$ cat config.mk
export PLATFORM = sky130hd
export DESIGN_NAME = gbd_queue
export DESIGN_NICKNAME = d
export VERILOG_FILES = /design/src/rtl/gbd_pkg.sv /design/src/rtl/gbd_queue.sv
export SDC_FILE = /design/constraint.sdc
export NUM_CORES = 1
export LEC_CHECK = 0
export BUFFER_PORTS_ARGS = -buffer_cell sky130_fd_sc_hd__buf_2
export CAP_MARGIN = 20
export CORE_ASPECT_RATIO = 0.8
export CORE_MARGIN = 2
export CORE_UTILIZATION = 55
export DETAILED_ROUTE_END_ITERATION = 12
export PLACE_DENSITY = 0.87
export SYNTH_ARGS = -nofsm -noshare
export SYNTH_HDL_FRONTEND = slang
export SYNTH_SLANG_ARGS = --single-unit
$ cat constraint.sdc
create_clock -name clk_i -period 4.4 [get_ports clk_i]
set_input_delay 0.66 -clock clk_i [delete_from_list [all_inputs] [get_ports clk_i]]
set_output_delay 0.66 -clock clk_i [all_outputs]
set_load 0.1 [all_outputs]
$ cat src/rtl/gbd_pkg.sv
// ----------------------------------------------------------------------------
// gbd_pkg
// shared types and constants of the gray 2x2 box downscaler
// ----------------------------------------------------------------------------
`default_nettype none

package gbd_pkg;

  // field and register widths
  localparam int unsigned COLOR_W  = 8;
  localparam int unsigned GRAY_W   = 8;
  localparam int unsigned SRC_W_W  = 13;
  localparam int unsigned OUT_W_W  = 11;
  localparam int unsigned OUT_H_W  = 12;
  localparam int unsigned CNT_W    = 12;
  localparam int unsigned BX_W     = 11;
  localparam int unsigned WSUM_W   = 15;
  localparam int unsigned PAIR_W   = 9;
  localparam int unsigned CFG_IDX_W  = 2;
  localparam int unsigned CFG_DATA_W = 13;

  // configuration register indexes
  localparam logic [CFG_IDX_W-1:0] CFG_SOURCE_WIDTH = 2'd0;
  localparam logic [CFG_IDX_W-1:0] CFG_OUT_WIDTH    = 2'd1;
  localparam logic [CFG_IDX_W-1:0] CFG_OUT_HEIGHT   = 2'd2;

  // register reset values
  localparam logic [SRC_W_W-1:0] SOURCE_WIDTH_RST = 13'd640;
  localparam logic [OUT_W_W-1:0] OUT_WIDTH_RST    = 11'd320;
  localparam logic [OUT_H_W-1:0] OUT_HEIGHT_RST   = 12'd200;

  // luma weights in hundredths, and x/100 as x*5243>>19 (exact below 25600)
  localparam int unsigned LUMA_WR      = 30;
  localparam int unsigned LUMA_WG      = 59;
  localparam int unsigned LUMA_WB      = 11;
  localparam int unsigned DIV100_MUL   = 5243;
  localparam int unsigned DIV100_SHIFT = 19;

  // queue between front and back
  localparam int unsigned QDEPTH = 4;
  localparam int unsigned QPTR_W = 2;
  localparam int unsigned QCNT_W = 3;

  typedef struct packed {
    logic [SRC_W_W-1:0] source_width;
    logic [OUT_W_W-1:0] out_width;
    logic [OUT_H_W-1:0] out_height;
  } gbd_cfg_t;

  // one in-region pixel handed from front to back
  typedef struct packed {
    logic              odd;        // right pixel of a column pair
    logic              lower;      // lower row of a block
    logic              frame_end;  // last block of the frame
    logic [BX_W-1:0]   bx;         // block column
    logic [WSUM_W-1:0] wsum;       // 30r+59g+11b
  } gbd_entry_t;

endpackage

`default_nettype wire

$ cat src/rtl/gbd_queue.sv
// ----------------------------------------------------------------------------
// gbd_queue
// short fifo of classified pixels between front and back
// ----------------------------------------------------------------------------
`default_nettype none

module gbd_queue (
  input  wire logic                clk_i,
  input  wire logic                rst_ni,
  input  wire logic                push_i,
  input  wire gbd_pkg::gbd_entry_t push_data_i,
  output logic                     full_o,
  input  wire logic                pop_i,
  output gbd_pkg::gbd_entry_t      pop_data_o,
  output logic                     empty_o
);
  import gbd_pkg::*;

  gbd_entry_t        slot_q [QDEPTH];
  logic [QPTR_W-1:0] wr_ptr_q, wr_ptr_d;
  logic [QPTR_W-1:0] rd_ptr_q, rd_ptr_d;
  logic [QCNT_W-1:0] count_q, count_d;

  assign full_o     = (count_q == QCNT_W'(QDEPTH));
  assign empty_o    = (count_q == '0);
  assign pop_data_o = slot_q[rd_ptr_q];

  always_comb begin
    wr_ptr_d = push_i ? wr_ptr_q + 1'b1 : wr_ptr_q;
    rd_ptr_d = pop_i  ? rd_ptr_q + 1'b1 : rd_ptr_q;
    count_d  = count_q;
    if (push_i && !pop_i) begin
      count_d = count_q + 1'b1;
    end else if (pop_i && !push_i) begin
      count_d = count_q - 1'b1;
    end
  end

  always_ff @(posedge clk_i or negedge rst_ni) begin
    if (!rst_ni) begin
      wr_ptr_q <= '0;
      rd_ptr_q <= '0;
      count_q  <= '0;
    end else begin
      wr_ptr_q <= wr_ptr_d;
      rd_ptr_q <= rd_ptr_d;
      count_q  <= count_d;
    end
  end

  always_ff @(posedge clk_i) begin
    if (push_i) begin
      slot_q[wr_ptr_q] <= push_data_i;
    end
  end

endmodule

`default_nettype wire

# After elaboration in Yosys (flattened, before gate mapping)

Memories as Yosys holds them, arrays and structs flattened.
Cells that the tools add are included.

Output and inout port bits: 31
Register bits: 7
Bits of input ports: 33
Memories kept: 1
RAM bits: 116

Memories:

| name   | words | width | rd ports | clocked after Yosys merged registers in | wr ports | line            | RTL |
|---|---|---|---|---|---|---|---|
| slot_q | 4     | 29    | 1        | 0                                       | 1        | gbd_queue.sv:19 | `gbd_entry_t slot_q [QDEPTH];` |

Mux-type cells: 4
Reductions and logical operators: 6
Add/sub/neg operators: 4
Eq/ne operators: 1

Operators by type and width:

| cell                                              | count |
|---|---|
| two-way mux 3 bit                                 | 2 |
| adder 2 x 1 -> 2 bit (second input constant)      | 2 |
| adder 3 x 1 -> 3 bit (second input constant)      | 1 |
| == test 3 bit (second input constant)             | 1 |
| zero test 3 bit                                   | 1 |
| subtractor 3 x 1 -> 3 bit (second input constant) | 1 |
| logical AND 1 bit                                 | 2 |
| zero test 1 bit                                   | 2 |
| two-way mux 1 bit                                 | 2 |
| nonzero test 2 bit                                | 1 |

# Longest topological paths before layout

Depth after elaboration: 4
Depth in mapped cells: 7
Gate-level depth less buffers: 7

# Least setup slack after synthesis

No wires, ideal clock.

Kind: register to output
Start: reg count_q[0]
End: out full_o
Path slack: 1.087 ns
Cell stages (with the launch flop): 2
Data arrival time: 2.653 ns
Path buffers: 0
Cells stage by stage: dfrtp_1 -> nor3b_1

Cells in the longest elaborated chain, start to end: 1

Ends and longest elaborated chain:

| item                   | line            | RTL |
|---|---|---|
| from (decl)            | gbd_queue.sv:22 | `logic [QCNT_W-1:0] count_q, count_d;` |
| from (signal assigned) | gbd_queue.sv:47 | `count_q <= count_d;` |
| == test 3 bit          | gbd_queue.sv:24 | `assign full_o = (count_q == QCNT_W'(QDEPTH));` |
| to (decl)              | gbd_queue.sv:12 | `output logic full_o,` |

Every way passes these cells.

==> out/qor.txt <==
CTS max path bufs - 2
root buf cell - clkbuf_8
total CTS buffers - 17
NumNets Final - 303
crit start category - flop
Die Span Y - 85.61 um
worst r2r dst - slot_q[0][4]$_DFFE_PP_
Synth top area share - 76.09%
sequential-to-total area share from yosys stat - 79.91%
WHS Endpoint - slot_q[3][6]$_DFFE_PP_
post-layout min period - 2.918 ns
CTS tree - yes
Worst Hold Launch - push_data_i[6]
synthesized flop and latch total - 123
worst hold path cell count - 1
unrepaired setup endpoints after global routing - no
WL final - 7775 um
max cap viols - 0
DP HPWL - 4450 um
GR Util All Layers - 19.02%
share of cells above drive strength 1 - 46.57%
final max-slew violation count - 0
DRT antenna net count - 0
met1 Use GR - 24.70%
Post-Syn Area - 0.004578 mm2
core area - 0.008019 mm2
initial core utilization - 57.09%
Post-Synthesis Cells - 185
outcome - complete, no violations
vias in the first global route - 2236
port buffer count - 63
net count after synthesis - 224
commonest non-fill, non-tap cell in the layout - edfxtp_1
Worst Hold Class - in2reg
f_max - 0.3428 GHz
pin count of the biggest net entering global routing - 32
top post-synthesis cells by area - edfxtp_1 (76%), mux4_2 (14%), dfrtp_1 (3.8%)
detailed-route wire length per cell - 20.19 um
routed vias/inst - 5.499
H-tree depth - 4
Reg2Reg Depth - 3
final hold vios - 0
reg-to-reg setup timing slack - 2.68 ns
top cell type by total area after synthesis - edfxtp_1
clock sinks - 123
Pre-Repair DR Iteration Count - 5
crit-path max FO - 21
Slew @ Worst Pin - 0.8180 ns
most used routing layer - met2
clock skew - 0.004794 ns
DRC errors left - 0
Critical Path AT - 2.26 ns
worst setup path category - reg2out
area delta synth->final - 21.73%
Die Width - 106.0 um
violation count after the first detailed-route iteration - 82
initial antenna violation count - 0
CP required - 3.74 ns
Fillers - 504
Worst Setup End Kind - primary output
Worst-path clk slew - 0.06 ns
Final period util - 66.31%
# diodes - 0
post-synthesis cell type count - 19
Worst R2R Start - wr_ptr_q[0]$_DFFE_PN0P_
Overflow after GRT - 0
I/O pin count - 64
vias after detailed routing - 2117
Setup Fix Bufs, Post-CTS - 0
Clock Latency Late Sink - 0.51 ns
Site Rows - 29
met3 usage - 6.231%
headroom to the max-slew limit - 45.47%
final setup fails - 0
Synth Warn # - 0
average footprint of a synthesized cell - 24.75 um2
setup TNS - 0 ns
most frequent cells in the layout - edfxtp_1 (116), buf_2 (63), mux4_2 (28)
die area - 0.009075 mm2
Final GP Congestion - 0.6724
M2 GR Usage - 29.97%
first-pass GRT wire length - 12010 um
## worst max-delay path by stage
stage,start,to,slack [ns]
after global routing,rd_ptr_q[1]$_DFFE_PN0P_,pop_data_o[2],1.35
after global placement,rd_ptr_q[0]$_DFFE_PN0P_,pop_data_o[24],1.70
final,rd_ptr_q[0]$_DFFE_PN0P_,pop_data_o[24],1.48
after detailed placement,rd_ptr_q[0]$_DFFE_PN0P_,pop_data_o[24],1.67
after CTS,rd_ptr_q[0]$_DFFE_PN0P_,pop_data_o[24],1.12
after floorplan,count_q[0]$_DFFE_PN0P_,full_o,1.09
## cell families after synthesis
group	Yosys count	share of synthesized area, %
flip-flops	123	79.91
multiplexers	30	14.59
buffers and inverters	10	1.366
AND/OR/NAND/NOR	9	1.066
XOR/XNOR	6	1.148
adder cells (fa/ha/maj)	6	1.804
AO/OA/AOI/OAI	1	0.1092
## worst max-delay path, cell delays in order, from the launching register on
cell	delay (ns)
dfrtp_2	0.59
buf_12	0.26
mux4_1	0.57
buf_2	0.31
## flip-flops by register name, indices dropped and copies added (netlist names)
| name | count |
|---|---|
| slot_q | 116 |
| rd_ptr_q | 2 |
| count_q | 3 |
| wr_ptr_q | 2 |
## metal layers
layer	vias up	routed length, um
met5	-	0
met4	0	106
met3	11	486
met2	76	3866
met1	1096	3316
li1	934	-
## timing repair
action | CTS | global route
endpoints found under the hold margin | 7 | 0
endpoints found under the setup margin | 0 | 0
resized for setup | 0 | 0
hold buffers | 1 | 0
## Yosys cell counts (all sizes together)
master,n
dfrtp,7
edfxtp,116
nor2,1
nor3,1
xor2,4
mux2,1
o21ai,1
nand2,2
mux4,29
nor3b,1
clkbuf,1
buf,5
and2,4
inv,4
ha,5
xnor2,2
fa,1
## area by class of cell
type | count | area (um2) | area share (%)
clock buffers | 18 | 417.9 | 7.499
clock inverters | 14 | 130.1 | 2.335
inverters | 4 | 15.01 | 0.2694
multi-input cells | 52 | 862.1 | 15.47
flip-flops and latches | 123 | 3660 | 65.67
well taps | 108 | 135.1 | 2.425
repair buffers | 66 | 352.8 | 6.331
## stage by stage
stage	util, %	hold slack (ns)	instances	area [um2]	setup slack, ns
3_5_place_dp	62.29	0.4782	351	4995	1.672
6_report	69.50	0.3626	385	5573	1.482
4_1_cts	69.25	0.3396	384	5553	1.123
3_3_place_gp	62.29	0.4727	351	4995	1.695
2_1_floorplan	-	0.3644	185	4578	1.087
5_1_grt	69.50	0.3436	385	5573	1.355
Power is left out: the tool's default activity adds up to more than one toggle a clock period on the data nets, which glitch-free logic cannot reach.
