File: config.mk
export PLATFORM = sky130hd
export DESIGN_NAME = gbd_front_flat
export DESIGN_NICKNAME = d
export VERILOG_FILES = /design/src/rtl/gbd_pkg.sv /design/src/rtl/gbd_if.sv /design/src/rtl/gbd_front.sv /design/src/flat_wrapper.sv
export SDC_FILE = /design/constraint.sdc
export NUM_CORES = 1
export LEC_CHECK = 0
export ABC_AREA = 0
export BUFFER_PORTS_ARGS = -buffer_cell sky130_fd_sc_hd__buf_2
export CORE_MARGIN = 5
export CORE_UTILIZATION = 60
export DETAILED_ROUTE_END_ITERATION = 16
export PLACE_DENSITY = 0.8
export SLEW_MARGIN = 10
export SYNTH_ARGS = -nofsm -noshare
export SYNTH_HDL_FRONTEND = slang
export SYNTH_SLANG_ARGS = --single-unit
File: constraint.sdc
create_clock -name clk_i -period 26.6 [get_ports clk_i]
set_clock_uncertainty 0.15 [all_clocks]
set_input_delay 5.32 -clock clk_i [delete_from_list [all_inputs] [get_ports clk_i]]
set_output_delay 5.32 -clock clk_i [all_outputs]
set_load 0.01 [all_outputs]
File: src/rtl/gbd_pkg.sv
// ----------------------------------------------------------------------------
// gbd_pkg
// shared types and constants of the gray 2x2 box downscaler
// ----------------------------------------------------------------------------
`default_nettype none

package gbd_pkg;

  // field and register widths
  localparam int unsigned COLOR_W  = 8;
  localparam int unsigned GRAY_W   = 8;
  localparam int unsigned SRC_W_W  = 13;
  localparam int unsigned OUT_W_W  = 11;
  localparam int unsigned OUT_H_W  = 12;
  localparam int unsigned CNT_W    = 12;
  localparam int unsigned BX_W     = 11;
  localparam int unsigned WSUM_W   = 15;
  localparam int unsigned PAIR_W   = 9;
  localparam int unsigned CFG_IDX_W  = 2;
  localparam int unsigned CFG_DATA_W = 13;

  // configuration register indexes
  localparam logic [CFG_IDX_W-1:0] CFG_SOURCE_WIDTH = 2'd0;
  localparam logic [CFG_IDX_W-1:0] CFG_OUT_WIDTH    = 2'd1;
  localparam logic [CFG_IDX_W-1:0] CFG_OUT_HEIGHT   = 2'd2;

  // register reset values
  localparam logic [SRC_W_W-1:0] SOURCE_WIDTH_RST = 13'd640;
  localparam logic [OUT_W_W-1:0] OUT_WIDTH_RST    = 11'd320;
  localparam logic [OUT_H_W-1:0] OUT_HEIGHT_RST   = 12'd200;

  // luma weights in hundredths, and x/100 as x*5243>>19 (exact below 25600)
  localparam int unsigned LUMA_WR      = 30;
  localparam int unsigned LUMA_WG      = 59;
  localparam int unsigned LUMA_WB      = 11;
  localparam int unsigned DIV100_MUL   = 5243;
  localparam int unsigned DIV100_SHIFT = 19;

  // queue between front and back
  localparam int unsigned QDEPTH = 4;
  localparam int unsigned QPTR_W = 2;
  localparam int unsigned QCNT_W = 3;

  typedef struct packed {
    logic [SRC_W_W-1:0] source_width;
    logic [OUT_W_W-1:0] out_width;
    logic [OUT_H_W-1:0] out_height;
  } gbd_cfg_t;

  // one in-region pixel handed from front to back
  typedef struct packed {
    logic              odd;        // right pixel of a column pair
    logic              lower;      // lower row of a block
    logic              frame_end;  // last block of the frame
    logic [BX_W-1:0]   bx;         // block column
    logic [WSUM_W-1:0] wsum;       // 30r+59g+11b
  } gbd_entry_t;

endpackage

`default_nettype wire

File: src/rtl/gbd_if.sv
// ----------------------------------------------------------------------------
// gbd_if
// valid/ready stream interfaces for source pixels and gray results
// ----------------------------------------------------------------------------
`default_nettype none

interface gbd_pix_if;
  logic       valid;
  logic       ready;
  logic [7:0] red;
  logic [7:0] green;
  logic [7:0] blue;
  logic       frame_start;

  modport source (output valid, red, green, blue, frame_start, input ready);
  modport sink   (input valid, red, green, blue, frame_start, output ready);
endinterface


`default_nettype wire

File: src/rtl/gbd_front.sv
// ----------------------------------------------------------------------------
// gbd_front
// pixel intake: raster counters, region check and weighted color sum
// ----------------------------------------------------------------------------
`default_nettype none

module gbd_front #(
  parameter int unsigned MAX_OUT_WIDTH = 1024
) (
  input  wire logic                clk_i,
  input  wire logic                rst_ni,
  input  wire gbd_pkg::gbd_cfg_t   cfg_i,
  gbd_pix_if.sink                  pix_i,
  input  wire logic                q_full_i,
  output logic                     q_push_o,
  output gbd_pkg::gbd_entry_t      q_data_o
);
  import gbd_pkg::*;

  logic [CNT_W-1:0] col_q, col_d;
  logic [CNT_W-1:0] row_q, row_d;
  logic [CNT_W-1:0] col_cur, row_cur;
  logic [BX_W-1:0]  bx, by;
  logic             accept, in_region, row_end;

  assign pix_i.ready = !q_full_i;
  assign accept      = pix_i.valid && pix_i.ready;

  always_comb begin
    col_cur   = pix_i.frame_start ? '0 : col_q;
    row_cur   = pix_i.frame_start ? '0 : row_q;
    bx        = col_cur[CNT_W-1:1];
    by        = row_cur[CNT_W-1:1];
    in_region = (bx < cfg_i.out_width)
             && ({1'b0, by} < cfg_i.out_height)
             && (SRC_W_W'(bx) < SRC_W_W'(MAX_OUT_WIDTH));
    row_end   = ((SRC_W_W'(col_cur) + 1'b1) >= cfg_i.source_width)
             || (col_cur == '1);

    col_d = row_end ? '0 : col_cur + 1'b1;
    row_d = row_end ? row_cur + 1'b1 : row_cur;

    q_data_o.odd       = col_cur[0];
    q_data_o.lower     = row_cur[0];
    q_data_o.frame_end = ((OUT_H_W'(bx) + 1'b1) == OUT_H_W'(cfg_i.out_width))
                      && ((OUT_H_W'(by) + 1'b1) == cfg_i.out_height);
    q_data_o.bx        = bx;
    q_data_o.wsum      = WSUM_W'(LUMA_WR * pix_i.red + LUMA_WG * pix_i.green
                                 + LUMA_WB * pix_i.blue);
    q_push_o           = accept && in_region;
  end

  always_ff @(posedge clk_i or negedge rst_ni) begin
    if (!rst_ni) begin
      col_q <= '0;
      row_q <= '0;
    end else if (accept) begin
      col_q <= col_d;
      row_q <= row_d;
    end
  end

endmodule

`default_nettype wire

File: src/flat_wrapper.sv
// flat-port wrapper written by rule: the top's interface ports become plain ports
module gbd_front_flat import gbd_pkg::*;
#(
  parameter int unsigned MAX_OUT_WIDTH = 1024
)
  (clk_i, rst_ni, cfg_i, q_full_i, q_push_o, q_data_o, pix_i_valid, pix_i_red, pix_i_green, pix_i_blue, pix_i_frame_start, pix_i_ready);
  gbd_pix_if pix_i_i ();
  input  wire logic clk_i;
  input  wire logic rst_ni;
  input  wire gbd_pkg::gbd_cfg_t cfg_i;
  input  wire logic q_full_i;
  output logic q_push_o;
  output gbd_pkg::gbd_entry_t q_data_o;
  input wire logic [$bits(pix_i_i.valid)-1:0] pix_i_valid;
  input wire logic [$bits(pix_i_i.red)-1:0] pix_i_red;
  input wire logic [$bits(pix_i_i.green)-1:0] pix_i_green;
  input wire logic [$bits(pix_i_i.blue)-1:0] pix_i_blue;
  input wire logic [$bits(pix_i_i.frame_start)-1:0] pix_i_frame_start;
  output wire logic [$bits(pix_i_i.ready)-1:0] pix_i_ready;
  assign pix_i_i.valid = pix_i_valid;
  assign pix_i_i.red = pix_i_red;
  assign pix_i_i.green = pix_i_green;
  assign pix_i_i.blue = pix_i_blue;
  assign pix_i_i.frame_start = pix_i_frame_start;
  assign pix_i_ready = pix_i_i.ready;
  gbd_front #(.MAX_OUT_WIDTH(MAX_OUT_WIDTH)) u_core (.clk_i(clk_i), .rst_ni(rst_ni), .cfg_i(cfg_i), .pix_i(pix_i_i), .q_full_i(q_full_i), .q_push_o(q_push_o), .q_data_o(q_data_o));
endmodule
; ---- Word level (Yosys, flattened, before mapping)
; Cells that the tools add are included.
[totals]
ff_bits = 24
output_inout_bits = 31
wordCells = 30
input_bits = 65
[op_classes]
eq_ne = 3
mul = 3
order_cmp = 4
add_sub_neg = 7
muxes = 4
reduce_logical = 7
[ops]
columns = operator, count
row1 = 2-to-1 mux 12 bit, 4
row2 = "adder 11 x 1 -> 12 bit, second input constant", 2
row3 = "adder 12 x 1 -> 12 bit, second input constant", 2
row4 = "multiplier 4 x 8 -> 12 bit, first input constant", 2
row5 = adder 13 x 14 -> 15 bit, 1
row6 = adder 15 x 12 -> 15 bit, 1
row7 = "multiplier 6 x 8 -> 14 bit, first input constant", 1
row8 = "adder 12 x 1 -> 13 bit, second input constant", 1
row9 = >= comparator 13 bit, 1
row10 = == test 12 x 11 -> 1 bit, 1
row11 = == test 12 bit, 1
row12 = "== test 12 bit, second input constant", 1
row13 = < comparator 11 x 12 -> 1 bit, 1
row14 = < comparator 11 bit, 1
row15 = "< comparator 11 bit, second input constant", 1
row16 = logical AND 1 bit, 5
row17 = logical NOT 1 bit, 1
row18 = logical OR 1 bit, 1

; ---- Logic depth before layout (Yosys ltp)
; Gate-level depths: netlist of run 1.
[logic_depth]
ltp_word = 5
depth_mapped = 23
ltp_nobuf = 23

; ---- Worst setup path before layout of run 1
; OpenSTA, ideal clock, no wires.
[synth_path]
kind = in2out
startpoint = in pix_i_red[3]
endpoint = out q_data_o[14] in the netlist's numbering
slack_ns = 10.833
t_arrival_ns = 10.297
path_buffers = 0
stages = 22
t_required_ns = 21.130
cell_sequence = inv_1 fa_1 fa_1 inv_1 ha_1 nor2b_1 o21ai_0 a21oi_1 o21ai_0 nor2b_1 xnor2_1 ha_1 inv_1 fa_1 fa_1 inv_1 ha_1 or3_1 o31ai_1 o21ai_0 a21oi_1 xnor2_1
[synth_rtl]
columns = element, line_no
row1 = start: declaration, flat_wrapper.sv:15  ; input wire logic [$bits(pix_i_i.red)-1:0] pix_i_red;
row2 = end: declaration, flat_wrapper.sv:13  ; output gbd_pkg::gbd_entry_t q_data_o;

==> run_results.csv, run 1 <==
group,metric,value,unit
status,status,"finished clean",
routing,routed_via_density,5.68,
timing,period_needed,16420,ps
place,dpl.cell_count,919,
routing,firstDrtPassIters,7,
routing,finalWirelength,14.8,mm
timing,report.final.slew_viol_count,0,
power,power_density,119,nW/µm²
timing,setup_ws,10180,ps
place,place_hpwl,12.5,mm
synth,synthTopCellsByArea,"fa_1 21%, ha_1 21%, dfrtp_1 10%",
synth,synth_most_common_cell,"inv_1",
timing,fin_tns_setup,0,ps
critical_path,path_buf_inv,6,
synth,syn_inst,706,
critical_path,start_kind,"primary input",
cts,numCtsBuffers,3,
synth,synth_warnings,0,
timing,setup_viol,0,
floorplan,fp.dieArea,12100,µm²
routing,antenna_left,0,
cts,cts_resized,0,
cts,root_buffer,"clkbuf_8",
synth,avgSynthCellArea,8.52,µm²
power,power.leakage,3.57,nW
critical_path,reg2regPathDepth,15,
synth,yosysUniqueCellTypes,56,
worst_hold_path,holdPathStages,2,
critical_path,rrSetupSlack,22070,ps
timing,rsz0062_at_grt,"false",
floorplan,fp-row-count,36,
worst_hold_path,hold_start,"u_core.col_q[11]",
worst_hold_path,hold_class,"reg2reg",
global_routing,grt_pass1_wl,24.8,mm
place,pre_cts_ws,10210,ps
global_routing,grt_max_degree,44,
cts,cts_tree,"yes",
layout,final_nets,1022,
cts,cts_htree_levels,1,
synth,synth-seq-cells,24,
critical_path,worstPathRequired,21130,ps
global_routing,track_usage,25.5,%
place,io_buffer_count,95,
power,max-vdd-ir-drop,0.191,mV
routing,drtIter0Drc,392,
global_routing,antenna_found_initial,0,
layout,finalInstanceArea,6660,µm²
floorplan,start_util,61.5,%
routing,num_vias,5243,
global_routing,first_global_vias,5429,
synth,synth_seq_area_share,9.99,%
critical_path,crit_type,"in2out",
critical_path,end_kind,"output port",
timing,fin_crit_sh,61.7,%
cts,cts.sinks,24,
layout,n_antenna_cell,0,
floorplan,fp.dieH,110,µm
cts,hold_buffers,0,
synth,syn_nets,937,
cts,clkLatencyLatePin,290,ps
synth,yosys.area.top_type_share,21.3,%
cts,post-cts-setup-buffers,0,
layout,final_cells,923,
worst_hold_path,hold_path_end,"u_core.col_q[11]",
critical_path,crit_chain,"buf_2 -> inv_1 -> fa_1 -> fa_1 -> inv_1 -> ha_1 -> nor2b_1 -> o21ai_0 -> a21oi_1 -> o21ai_0 -> nor2b_1 -> xnor2_1 -> ha_1 -> inv_1 -> fa_1 -> fa_1 -> inv_1 -> ha_1 -> or3_1 -> o31ai_1 -> o21ai_0 -> a21oi_1 -> xnor2_1 -> buf_2",
synth,ys.flop_type,"dfrtp_1",
timing,hold_ws,371,ps
layout,drive_gt1_share,13.8,%
floorplan,ios,96,
routing,drc_errors,0,
layout,area_growth,10.7,%
cts,clockBufferDepth,2,
cts,cts.clk_slew.worst_paths,100,ps
critical_path,crit_fanout,4,
routing,met1Wirelength,6.18,mm
routing,wl_per_cell,16.1,µm
synth,synth_top_area_cell,"fa_1",
timing,max_freq,60.9,MHz
routing,top_layer_used,"met4",
critical_path,crit_family,"adder cells",
global_routing,grt_overflow,0,
critical_path,r2r_start,"u_core.col_q[2]",
place,placedInstanceArea,6590,µm²
timing,final-hold-violation-count,0,
place,gp_congestion,0.930,
synth,synth-edff-count,0,
synth,syn_area,6010,µm²
critical_path,cp_slowest_cell,"fa_1",
flow_run,drv_cap,0,
routing,met2_length,7.54,mm
timing,slew_headroom,22.4,%
synth,synthArstFlopShare,100,%
routing,met3_length,795,µm
timing,tightestPinTransition,1160,ps
synth,synthTopCellsByCount,"148 x inv_1, 102 x ha_1, 64 x fa_1",
critical_path,worstReg2RegEnd,"u_core.row_q[4]",
critical_path,critPathArrivalTime,10950,ps
floorplan,coreArea,9770,µm²
floorplan,die_w,110,µm
critical_path,critPathMaxStageDelay,540,ps
[sequential cells by signal, summed over array words and instances (netlist names)]
signal	count
u_core.col_q	12
u_core.row_q	12
[worst max-delay path by stage]
stage	startpoint	end	slack, ps	cells past startpoint
final	pix_i_red[3]	q_data_o[14]	10180	24
after global routing	pix_i_red[3]	q_data_o[14]	9850	24
after CTS	pix_i_red[3]	q_data_o[14]	10190	24
after detailed placement	pix_i_red[3]	q_data_o[14]	10210	24
after global placement	pix_i_red[3]	q_data_o[14]	10340	24
after floorplan	pix_i_red[3]	q_data_o[14]	10830	22
[final cells by class]
cell class	count	area (µm²)
flip-flops and latches	24	601
multi-input cells	518	4780
clock buffers	3	41.3
fillers	815	3120
repair buffers	96	483
well taps	133	166
inverters	148	556
clock inverters	1	30.0
[stage by stage]
stage / power [mW] / utilization [%]
finish: 0.789 / 68.1
global route: 0.879 / 68.1
CTS: 0.791 / 68.1
detailed placement: 0.754 / 67.4
global placement: 0.719 / 67.4
floorplan: 0.544 / -
[worst register-to-register path: stages, from the launching register on]
cell     delay (ps)
dfrtp_1         440
nor2b_1         320
ha_1            340
nand2_1         120
nor3_1          310
nand2_1         140
xor2_1          240
nor2_1           90
ha_1            330
nand4_1          90
nor2_1          100
o21ai_0          90
a21oi_1         790
or2_4           440
a41oi_1         150
a221o_1         280
[layout by cell type, fill, tap and decap left out, types with 4 or more instances in the layout]
cell       instances
a21o_1             8
a21oi_1           27
a221o_1            4
a31oi_1            5
and2_1             5
and3_1             6
buf_2             95
dfrtp_1           24
fa_1              64
ha_1             102
inv_1            148
nand2_1           51
nand3_1           19
nand4_1            5
nor2_1            23
nor2b_1           29
nor3_1            12
nor4_1             7
o2111ai_1          5
o211ai_1           8
o21a_1             8
o21ai_0           29
xnor2_1           43
xor2_1            15
[metal layers]
layer	GRT usage [%]	vias to the layer above
met5	0	-
met4	6.24	0
met3	1.92	28
met2	46.5	191
met1	32.7	2529
li1	-	2495
[power breakdown]
part | total, mW | switching (mW) | internal (mW)
Sequential | 0.0391 | 0.00159 | 0.0375
Combinational | 0.715 | 0.395 | 0.320
Clock | 0.0350 | 0.0148 | 0.0202
Total | 0.789 | 0.411 | 0.378
[cells by family after synthesis]
| kind of cell | after synthesis | share of synthesized area [%] |
|---|---|---|
| multiplexers | 3 | 0.499 |
| AND/OR/NAND/NOR | 176 | 15.4 |
| XOR/XNOR | 58 | 8.45 |
| AO/OA/AOI/OAI | 115 | 12.7 |
| buffers and inverters | 164 | 10.5 |
| flip-flops | 24 | 9.99 |
| adder cells (fa/ha/maj) | 166 | 42.5 |
Power figures use the tool's default switching activity.
==> run 2, diff against run 1 <==
--- a/config.mk
+++ b/config.mk
@@ -5,12 +5,12 @@
 export SDC_FILE = /design/constraint.sdc
 export NUM_CORES = 1
 export LEC_CHECK = 0
-export ABC_AREA = 0
+export ABC_AREA = 1
 export BUFFER_PORTS_ARGS = -buffer_cell sky130_fd_sc_hd__buf_2
 export CORE_MARGIN = 5
-export CORE_UTILIZATION = 60
+export CORE_UTILIZATION = 54
 export DETAILED_ROUTE_END_ITERATION = 16
-export PLACE_DENSITY = 0.8
+export PLACE_DENSITY = 0.75
 export SLEW_MARGIN = 10
 export SYNTH_ARGS = -nofsm -noshare
 export SYNTH_HDL_FRONTEND = slang
==> constraint.sdc (replaced) <==
create_clock -name clk_i -period 14 [get_ports clk_i]
set_clock_uncertainty 0.15 [all_clocks]
set_input_delay 2.8 -clock clk_i [delete_from_list [all_inputs] [get_ports clk_i]]
set_output_delay 2.8 -clock clk_i [all_outputs]
set_load 0.01 [all_outputs]
==> run 2 against run 1 <==
  * Worst setup slack worse by 7000 ps
  * Critical path depth grew 1
  * Register-to-register slack worse by 12000 ps
  * Routed wire length shrank 1.5%
  * Highest routed layer unchanged
==> run_results.csv, run 2 <==
group,metric,value,unit
timing,fin_tns_setup,0,ps
place,io_buffer_count,95,
global_routing,grt.busiest_layer,"met2",
critical_path,critPathArrivalTime,7920,ps
global_routing,use_met1,31.6,%
synth,synthArstFlopShare,100,%
power,pwr-share-clk,5.8,%
floorplan,fp.dieH,119,µm
synth,avgSynthCellArea,7.40,µm²
cts,post-cts-setup-buffers,0,
routing,finalWirelength,14.6,mm
timing,setup_viol,0,
layout,drive_gt1_share,13.7,%
worst_hold_path,hold_class,"reg2reg",
synth,ys.flop_type,"dfrtp_1",
synth,syn_area,6420,µm²
cts,cts_htree_levels,1,
floorplan,coreArea,11500,µm²
timing,period_needed,10870,ps
routing,antenna_left,0,
place,dpl.cell_count,1096,
flow_run,drv_cap,0,
layout,ff_latch_area,601,µm²
global_routing,grt_pass1_wl,25.8,mm
synth,synth-edff-count,0,
cts,root_buffer,"clkbuf_16",
cts,cts_tree,"yes",
synth,synth-seq-cells,24,
synth,yosys.area.top_type_share,20.0,%
routing,wl_per_cell,13.3,µm
routing,firstDrtPassIters,7,
routing,routed_via_density,5.09,
critical_path,end_kind,"output port",
layout,layout_common_cells,"197 x inv_1, 169 x nand2_1, 102 x ha_1",
routing,drc_errors,0,
synth,synth_warnings,0,
critical_path,worstPathRequired,11050,ps
global_routing,antenna_found_initial,0,
layout,final_nets,1189,
cts,numCtsBuffers,3,
routing,drtIter0Drc,321,
place,gp_congestion,0.878,
synth,syn_nets,1099,
global_routing,first_global_vias,5608,
synth,synthTopCellsByCount,"197 x inv_1, 169 x nand2_1, 102 x ha_1",
place,place_hpwl,12.6,mm
cts,clkLatencyLatePin,260,ps
global_routing,grt_max_degree,34,
layout,reg_top3,"u_core.col_q (12), u_core.row_q (12)",
timing,setup_ws,3130,ps
place,pre_cts_ws,3110,ps
global_routing,grt_util_met2,34.8,%
critical_path,crit_type,"in2out",
synth,yosysUniqueCellTypes,42,
power,power_density,203,nW/µm²
floorplan,ios,96,
power,power.leakage,4.03,nW
status,status,"finished clean",
timing,rsz0062_at_grt,"false",
power,switching_share,52.9,%
synth,syn_inst,868,
synth,synth_seq_area_share,9.35,%
layout,final_cells,1101,
layout,final_common_cell,"inv_1",
power,max-vdd-ir-drop,0.206,mV
global_routing,use_met3,2.65,%
critical_path,crit_fanout,6,
routing,num_vias,5599,
global_routing,track_usage,21.5,%
timing,hold_ws,362,ps
synth,synthTopCellsByArea,"fa_1 20%, ha_1 20%, inv_1 12%",
synth,synth_top_area_cell,"fa_1",
power,p_int,0.679,mW
floorplan,fp-row-count,39,
power,combinationalPowerShare,88.5,%
cts,hold_buffers,0,
layout,area_growth,10.6,%
power,pwr-share-seq,5.7,%
timing,slew_headroom,57.1,%
floorplan,fp.dieArea,14200,µm²
power,p_switching,0.764,mW
cts,cts.clk_slew.worst_paths,60,ps
cts,cts.sinks,24,
cts,clockBufferDepth,2,
critical_path,start_kind,"primary input",
timing,tightestPinTransition,642,ps
synth,synth_most_common_cell,"inv_1",
layout,fillCellCount,1057,
cts,cts_resized,0,
timing,fin_crit_sh,77.6,%
timing,max_freq,92.0,MHz
timing,report.final.slew_viol_count,0,
timing,final-hold-violation-count,0,
floorplan,start_util,55.7,%
layout,finish.utilization,61.6,%
floorplan,die_w,119,µm
layout,multi_input_area,4960,µm²
global_routing,grt_overflow,0,
run 2: cell types whose count changed after synthesis, moves of 7 or more:
cell | before | now
nand2_1 | 51 | 169
o21a_1 | 8 | 1
nand3_1 | 19 | 78
nor2b_1 | 29 | 0
nor2_1 | 23 | 54
inv_1 | 148 | 197
xor2_1 | 15 | 40
nor3_1 | 12 | 3
clkbuf_1 | 11 | 2
nand4_1 | 5 | 14
xnor2_1 | 43 | 7
a21o_1 | 8 | 1
run 2: worst max-delay path, cell delays in order:
cell and delay, ps:
buf_2 130, inv_1 160, fa_1 470, fa_1 510, inv_1 40, ha_1 340
a21oi_1 160, o21ai_0 120, a21oi_1 200, nor2_1 60, nor2_1 110, xor2_1 150
inv_1 50, ha_1 260, inv_1 50, fa_1 480, fa_1 540, inv_1 40
ha_1 360, a21oi_1 220, nor2_1 60, a211oi_1 150, o21ai_0 140, xor2_1 150
buf_2 150
run 2: cell families (layout without fill, tap and decap cells):
kind of cell,count (synthesis),count (layout),synth area share (%)
compound gates,68,68,5.77
other cells,0,1,0
buf+inv,214,303,13.4
simple gates,348,348,25.0
xor+xnor,48,48,6.67
fa+ha+maj,166,166,39.8
flops,24,24,9.35
run 2: path summary, 6_finish.rpt:
path,from,end,slack (ps),cells past startpoint
worst max register to register,u_core.col_q[1],u_core.col_q[11],10200,19
max in group asynchronous,rst_ni,u_core.col_q[11],10890,1
worst max-delay path,pix_i_red[5],q_data_o[13],3130,25
worst min register to register,u_core.row_q[1],u_core.row_q[1],360,2
min in group asynchronous,rst_ni,u_core.row_q[4],2400,1
worst min-delay path,u_core.row_q[1],u_core.row_q[1],360,2
run 2: power by group through the flow:
stage,clock network [mW],registers [mW],logic [mW]
finish,0.0840,0.0817,1.28
global placement,0,0.0825,1.27
global route,0.0879,0.0825,1.47
detailed placement,0,0.0825,1.29
floorplan,0,0.0810,0.929
CTS,0.0855,0.0814,1.29
run 2: per-stage QoR:
step	cell area, µm²	total power [mW]
after floorplan	6420	1.01
after global placement	6990	1.35
after detailed placement	6990	1.37
after CTS	7100	1.46
after global routing	7100	1.64
final	7100	1.44
run 2: metal layers:
metal | part of all wire [%] | up-vias | routed length (µm)
li1 | - | 2899 | -
met1 | 48 | 2537 | 6990
met2 | 46 | 155 | 6730
met3 | 5.5 | 8 | 804
met4 | 0.54 | 0 | 79
met5 | 0 | - | 0
run 2: final cells by class:
cell class,instances,area share [%]
repair buffers,96,6.80
clock buffers,3,1.06
flip-flops and latches,24,8.46
multi-input cells,630,69.9
well taps,143,2.52
clock inverters,1,0.423
diodes,1,0.0352
inverters,203,10.8
